**src/design/polygon_edge_crossing_tests_defines.svh**
```systemverilog
// ----------------------------------------------------------------------------
// Polygon edge crossing tests: assertion macros
// Clocked on clk_i, disabled while rst_ni is low.
// ----------------------------------------------------------------------------
`ifndef POLYGON_EDGE_CROSSING_TESTS_DEFINES_SVH
`define POLYGON_EDGE_CROSSING_TESTS_DEFINES_SVH

`ifndef NO_ASSERTIONS
// property must hold at every clock edge out of reset
`define PEC_ASSERT(lbl, prop, msg) \
  lbl: assert property (@(posedge clk_i) disable iff (!rst_ni) prop) else $error(msg);
// condition must never be true at a clock edge out of reset
`define PEC_NEVER(lbl, cond, msg) \
  lbl: assert property (@(posedge clk_i) disable iff (!rst_ni) !(cond)) else $error(msg);
`else
`define PEC_ASSERT(lbl, prop, msg)
`define PEC_NEVER(lbl, cond, msg)
`endif

`endif

```
**src/design/pec_pkg.sv**
```systemverilog
// ----------------------------------------------------------------------------
// pec_pkg
// Shared constants, codes and types of the polygon edge crossing tests.
// ----------------------------------------------------------------------------
package pec_pkg;

  localparam int MAX_VERTICES = 64;
  localparam int COORD_BITS   = 16;
  localparam int AW           = $clog2(MAX_VERTICES);      // vertex address
  localparam int NW           = $clog2(MAX_VERTICES + 1);  // vertex count
  localparam int DIFF_W       = COORD_BITS + 1;
  localparam int PROD_W       = 2 * DIFF_W;
  localparam int CNT_W        = 7;                         // crossings field
  localparam int PADDR_W      = 4;
  localparam int CROSS_LAT    = 3;                         // cross unit stages

  localparam logic signed [COORD_BITS-1:0] FAR_RESET = COORD_BITS'(10000);

  // opcodes
  localparam logic [2:0] OP_WRITE_A = 3'd0;
  localparam logic [2:0] OP_WRITE_B = 3'd1;
  localparam logic [2:0] OP_OVERLAP = 3'd2;
  localparam logic [2:0] OP_INSIDE_A = 3'd3;
  localparam logic [2:0] OP_INSIDE_B = 3'd4;

  // result kinds
  localparam logic [1:0] KIND_OVERLAP  = 2'd0;
  localparam logic [1:0] KIND_INSIDE_A = 2'd1;
  localparam logic [1:0] KIND_INSIDE_B = 2'd2;

  // register indexes
  localparam logic [1:0] REG_COUNT_A   = 2'd0;
  localparam logic [1:0] REG_COUNT_B   = 2'd1;
  localparam logic [1:0] REG_RAY_FAR_X = 2'd2;
  localparam logic [1:0] REG_RAY_FAR_Y = 2'd3;

  typedef logic signed [COORD_BITS-1:0] coord_t;
  typedef logic signed [DIFF_W-1:0]     diff_t;
  typedef logic signed [PROD_W-1:0]     prod_t;

  typedef struct packed {
    coord_t x;
    coord_t y;
  } vertex_t;

  // segment p0-p1 against segment p2-p3
  typedef struct packed {
    logic    valid;
    vertex_t p0;
    vertex_t p1;
    vertex_t p2;
    vertex_t p3;
  } pair_t;

endpackage

```
**src/design/pec_vertex_ram.sv**
```systemverilog
// ----------------------------------------------------------------------------
// pec_vertex_ram
// Vertex store: one write port, one read port with registered read data.
// ----------------------------------------------------------------------------
module pec_vertex_ram import pec_pkg::*; (
  input  logic          clk_i,
  input  logic          we_i,
  input  logic [AW-1:0] waddr_i,
  input  vertex_t       wdata_i,
  input  logic          re_i,
  input  logic [AW-1:0] raddr_i,
  output vertex_t       rdata_o
);

  vertex_t mem [MAX_VERTICES];

  always_ff @(posedge clk_i) begin
    if (we_i) begin
      mem[waddr_i] <= wdata_i;
    end
  end

  always_ff @(posedge clk_i) begin
    if (re_i) begin
      rdata_o <= mem[raddr_i];
    end
  end

endmodule

```
**config.mk**
```make
export PLATFORM = sky130hd
export DESIGN_NAME = pec_vertex_ram
export DESIGN_NICKNAME = d
export VERILOG_FILES = /design/src/design/polygon_edge_crossing_tests_defines.svh /design/src/design/pec_pkg.sv /design/src/design/pec_vertex_ram.sv
export SDC_FILE = /design/constraint.sdc
export NUM_CORES = 2
export LEC_CHECK = 0
export ABC_AREA = 0
export BUFFER_PORTS_ARGS = -buffer_cell sky130_fd_sc_hd__buf_2
export CAP_MARGIN = 20
export CORE_ASPECT_RATIO = 2
export CORE_UTILIZATION = 35
export CTS_CLUSTER_DIAMETER = 200
export DETAILED_ROUTE_END_ITERATION = 6
export SLEW_MARGIN = 10
export SYNTH_ARGS = -nofsm -noshare
export SYNTH_HDL_FRONTEND = slang
export SYNTH_SLANG_ARGS = --single-unit
```
**constraint.sdc**
```tcl
create_clock -name clk_i -period 9.7 [get_ports clk_i]
set_clock_uncertainty 0.05 [all_clocks]
set_input_delay 0.97 -clock clk_i [delete_from_list [all_inputs] [get_ports clk_i]]
set_output_delay 0.97 -clock clk_i [all_outputs]
set_load 0.1 [all_outputs]
```
After elaboration in Yosys (flattened, before gate mapping)
Memories as Yosys holds them, arrays and structs flattened. A register that Yosys moved wholly into a read port is not among the register bits.
Cells that the tools add are included.
{"block": "word_totals", "inputBits": 47, "n_memories": 1, "regBits": 0, "mem_bits_rw": 2048, "latchBits": 0, "elab_cells": 3, "romBits": 0, "out_inout_bits": 32}
{"memory": "mem", "words": 64, "width": 32, "read_ports": 1, "rd_clocked_by_memory_dff": 1, "write_ports": 1, "line_no": "pec_vertex_ram.sv:15", "rtl": "vertex_t mem [MAX_VERTICES];"}
{"block": "op_classes", "eq_ne": 0, "n_shift": 0, "div": 0, "n_reduce_logical": 0, "addsub": 0, "multipliers": 0, "n_lt_le_gt_ge": 0, "bitwise_logic": 0, "mux": 2}
{"op": "2-to-1 mux 1 bit", "count": 2}

Logic depth before layout (Yosys ltp)
{"block": "depth", "depth_word": 2, "mapped_depth": 10, "depth_no_buf": 5}

Least setup slack after synthesis
No wires, ideal clock.
{"block": "synth_path", "kind": "input to register", "from": "input waddr_i[3]", "to": "memory mem[48][0] (netlist bit), enable pin", "setup_ps": 461, "path_slack_ps": 5520, "path_buffers": 1, "arrival_ps": 3669, "t_required_ps": 9189, "path_stages": 4, "path_cell_list": "clkbuf_1 -> nor2b_1 -> nand4b_1 -> nor3_1"}
{"item": "start: declaration", "line_no": "pec_vertex_ram.sv:8", "rtl": "input logic [AW-1:0] waddr_i,"}
{"item": "end: declaration", "line_no": "pec_vertex_ram.sv:15"}
Straight into the memory's write port.

==> results.py <==
metrics = {
    "clock_network": {
        "cts_buffers": 171,
        "postCtsSetupBuffers": 0,
        "cts_root_buffer": "clkbuf_16",
        "clk_pin_slew_worst_paths_ns": 0.07,
        "cts_resized": 0,
        "tritoncts": "done",
        "insertion_delay_ns": 0.85,
        "holdBufCountCts": 0,
        "clk_path_buf_depth": 4,
        "cts.sinks": 2080,
        "h-tree-depth": 4,
    },
    "sta": {
        "clock.fmax_mhz": 255.9,
        "holdWs_ns": 0.4976,
        "rsz0062_at_grt": "false",
        "slew_headroom": 0.2692,
        "fin_setup_tns_ns": 0,
        "finalCritPeriodShare": 0.4029,
        "hold_viol": 0,
        "finalMaxSlewViolations": 0,
        "worstMarginPinSlew_ns": 1.096,
        "fin_crit_ns": 3.908,
        "setup_violations": 0,
    },
    "synthesis": {
        "synth.largest_area_cell": "edfxtp_1",
        "synth_seq_cells": 2080,
        "synth_nets": 3371,
        "yosysWarnings": 0,
        "synthesis.area_um2": 78840,
        "synth_cells": 3324,
        "syn_area_per_cell_um2": 23.72,
        "synth_cell_types": 33,
        "seq_area_frac_synth": 0.7923,
        "netlist_top_cells_area": "edfxtp_1 79%, mux4_2 16%, mux2i_1 1.2%",
        "synth.top_cell.area_share": 0.7923,
    },
    "routing": {
        "avgViaCountPerCell": 5.442,
        "num_vias": 36160,
        "drt_drc_violations_left": 3,
        "routedWlPerCell_um": 32.43,
        "wirelength_um": 215500,
        "postRouteAntennaNets": 0,
        "first_iter_violations": 3540,
        "dr.pass1.iters": 7,
    },
    "floorplan": {
        "die_area_um2": 227300,
        "std_cell_rows": 246,
        "initial_core_util": 0.3518,
        "die_h_um": 673.2,
        "core_um2": 224100,
        "die-width_um": 337.6,
        "io_pins": 79,
    },
    "place": {
        "dp_cells": 6332,
        "portBuffers": 78,
        "place_congestion": 0.8283,
        "dp_hpwl_um": 125400,
    },
    "final_layout": {
        "drive_above_1_share": 0.2891,
        "finalNonFillerCells": 6645,
        "layout_common_cells": "2080 x edfxtp_1, 544 x mux4_2, 175 x clkbuf_16",
        "area_growth_syn_to_layout_pct": 13.05,
        "fin_nets": 3577,
        "final_common_cell": "edfxtp_1",
    },
    "setup_path": {
        "timing.rr.start": "mem[1][7]",
        "crit_end": "rdata_o[14]",
        "end_kind": "flip-flop",
        "path_class": "input port to flip-flop",
        "worstPathArrival_ns": 4.41,
        "crit_fanout": 78,
        "crit_start": "raddr_i[1]",
        "r2r_cells": 5,
        "worst_setup_path_start_kind": "input port",
        "regToRegSetupSlack_ns": 7.02,
        "r2r_end": "rdata_o[7]",
        "required_ns": 10.20,
    },
    "grt": {
        "antenna_found_initial": 19,
        "track_usage": 0.1896,
        "grt-ovfl-total": 0,
        "grt_pass1_wl_um": 297600,
        "grt_max_degree": 104,
        "grt_pass1_vias": 37620,
    },
    "run": {
        "drv_cap": 0,
    },
    "run_status": {
        "status": "complete, but fails checks",
        "violations": "DRC",
    },
    "worst_hold_path": {
        "hold_path_class": "input port to flip-flop",
    },
    "power": {
        "p_leak_nw": 27.08,
        "power_density_nw_per_um2": 201.0,
        "peakVddDrop_uv": 168.6,
    },
}
[critical path, cell delays in order]
cell	delay, ns
buf_8	0.57
buf_4	0.86
mux4_2	0.60
o221ai_1	0.22
a21oi_1	0.10
a21oi_1	0.81
nor2_1	0.08
[flip-flops by register name (all words and copies together) (netlist names)]
register	flops
rdata_o	32
mem	2048
[how the worst min path moves through the flow]
| stage | slack [ns] | to | cells after the start | from |
|---|---|---|---|---|
| final | 0.50 | mem[50][20] | 1 | wdata_i[20] |
| after global routing | 0.48 | mem[53][20] | 1 | wdata_i[20] |
| after CTS | 0.53 | mem[52][4] | 1 | wdata_i[4] |
| after detailed placement | 0.90 | rdata_o[11] | 5 | mem[50][11] |
| after global placement | 0.90 | rdata_o[11] | 5 | mem[50][11] |
| after floorplan | 0.70 | rdata_o[17] | 4 | mem[12][17] |
[synthesized netlist by cell type, drive strengths merged]
cell,n
a21oi,62
a22oi,12
a311oi,8
a31oi,1
a41o,4
and2,2
and3,4
buf,108
clkbuf,74
edfxtp,2080
mux2i,93
mux4,544
nand2,26
nand2b,8
nand3,5
nand3b,5
nand4,2
nand4b,1
nor2,137
nor2b,15
nor3,7
o221ai,27
o22ai,84
o32ai,4
or2,3
or3,3
or3b,5
[metrics by stage]
step / worst slack, ns / util / area, um^2 / power (W)
4_1_cts: 5.753 / 0.3974 / 89060 / 0.01805
3_5_place_dp: 4.869 / 0.3737 / 83730 / 0.01126
2_1_floorplan: 5.520 / - / 78840 / 0.01076
5_1_grt: 5.582 / 0.3976 / 89090 / 0.01834
6_report: 5.792 / 0.3977 / 89120 / 0.01792
3_3_place_gp: 4.564 / 0.3733 / 83650 / 0.01124
[area by class of cell]
| class | count | area [um^2] |
|---|---|---|
| fillers | 19710 | 135000 |
| flip-flops and latches | 2080 | 62460 |
| multi-input cells | 1062 | 15980 |
| clock buffers | 209 | 4507 |
| well taps | 2976 | 3724 |
| repair buffers | 215 | 1590 |
| clock inverters | 87 | 819.5 |
| diodes | 16 | 40.04 |
[power breakdown]
part           internal, W  total, W  switching (W)
registers          0.00996   0.00999      0.0000291
clock network      0.00373   0.00688        0.00315
logic             0.000331   0.00105       0.000715
total               0.0140    0.0179        0.00389
[per-layer routing]
layer  GRT usage  vias up  part of all wire  wire length, um
met3     0.02427      352             0.056            12150
met2      0.3544     1246              0.56           119800
met4     0.09531        8             0.055            11740
li1            -    14660                 -                -
met1      0.2072    19900              0.33            71760
met5           0        -           0.00023               49
[kinds of logic after synthesis]
logic type      synth area share
buf+inv                  0.01124
flops                     0.7923
simple gates             0.01260
compound gates           0.01666
mux                       0.1672
No activity file was read; power rests on OpenSTA's default activity.
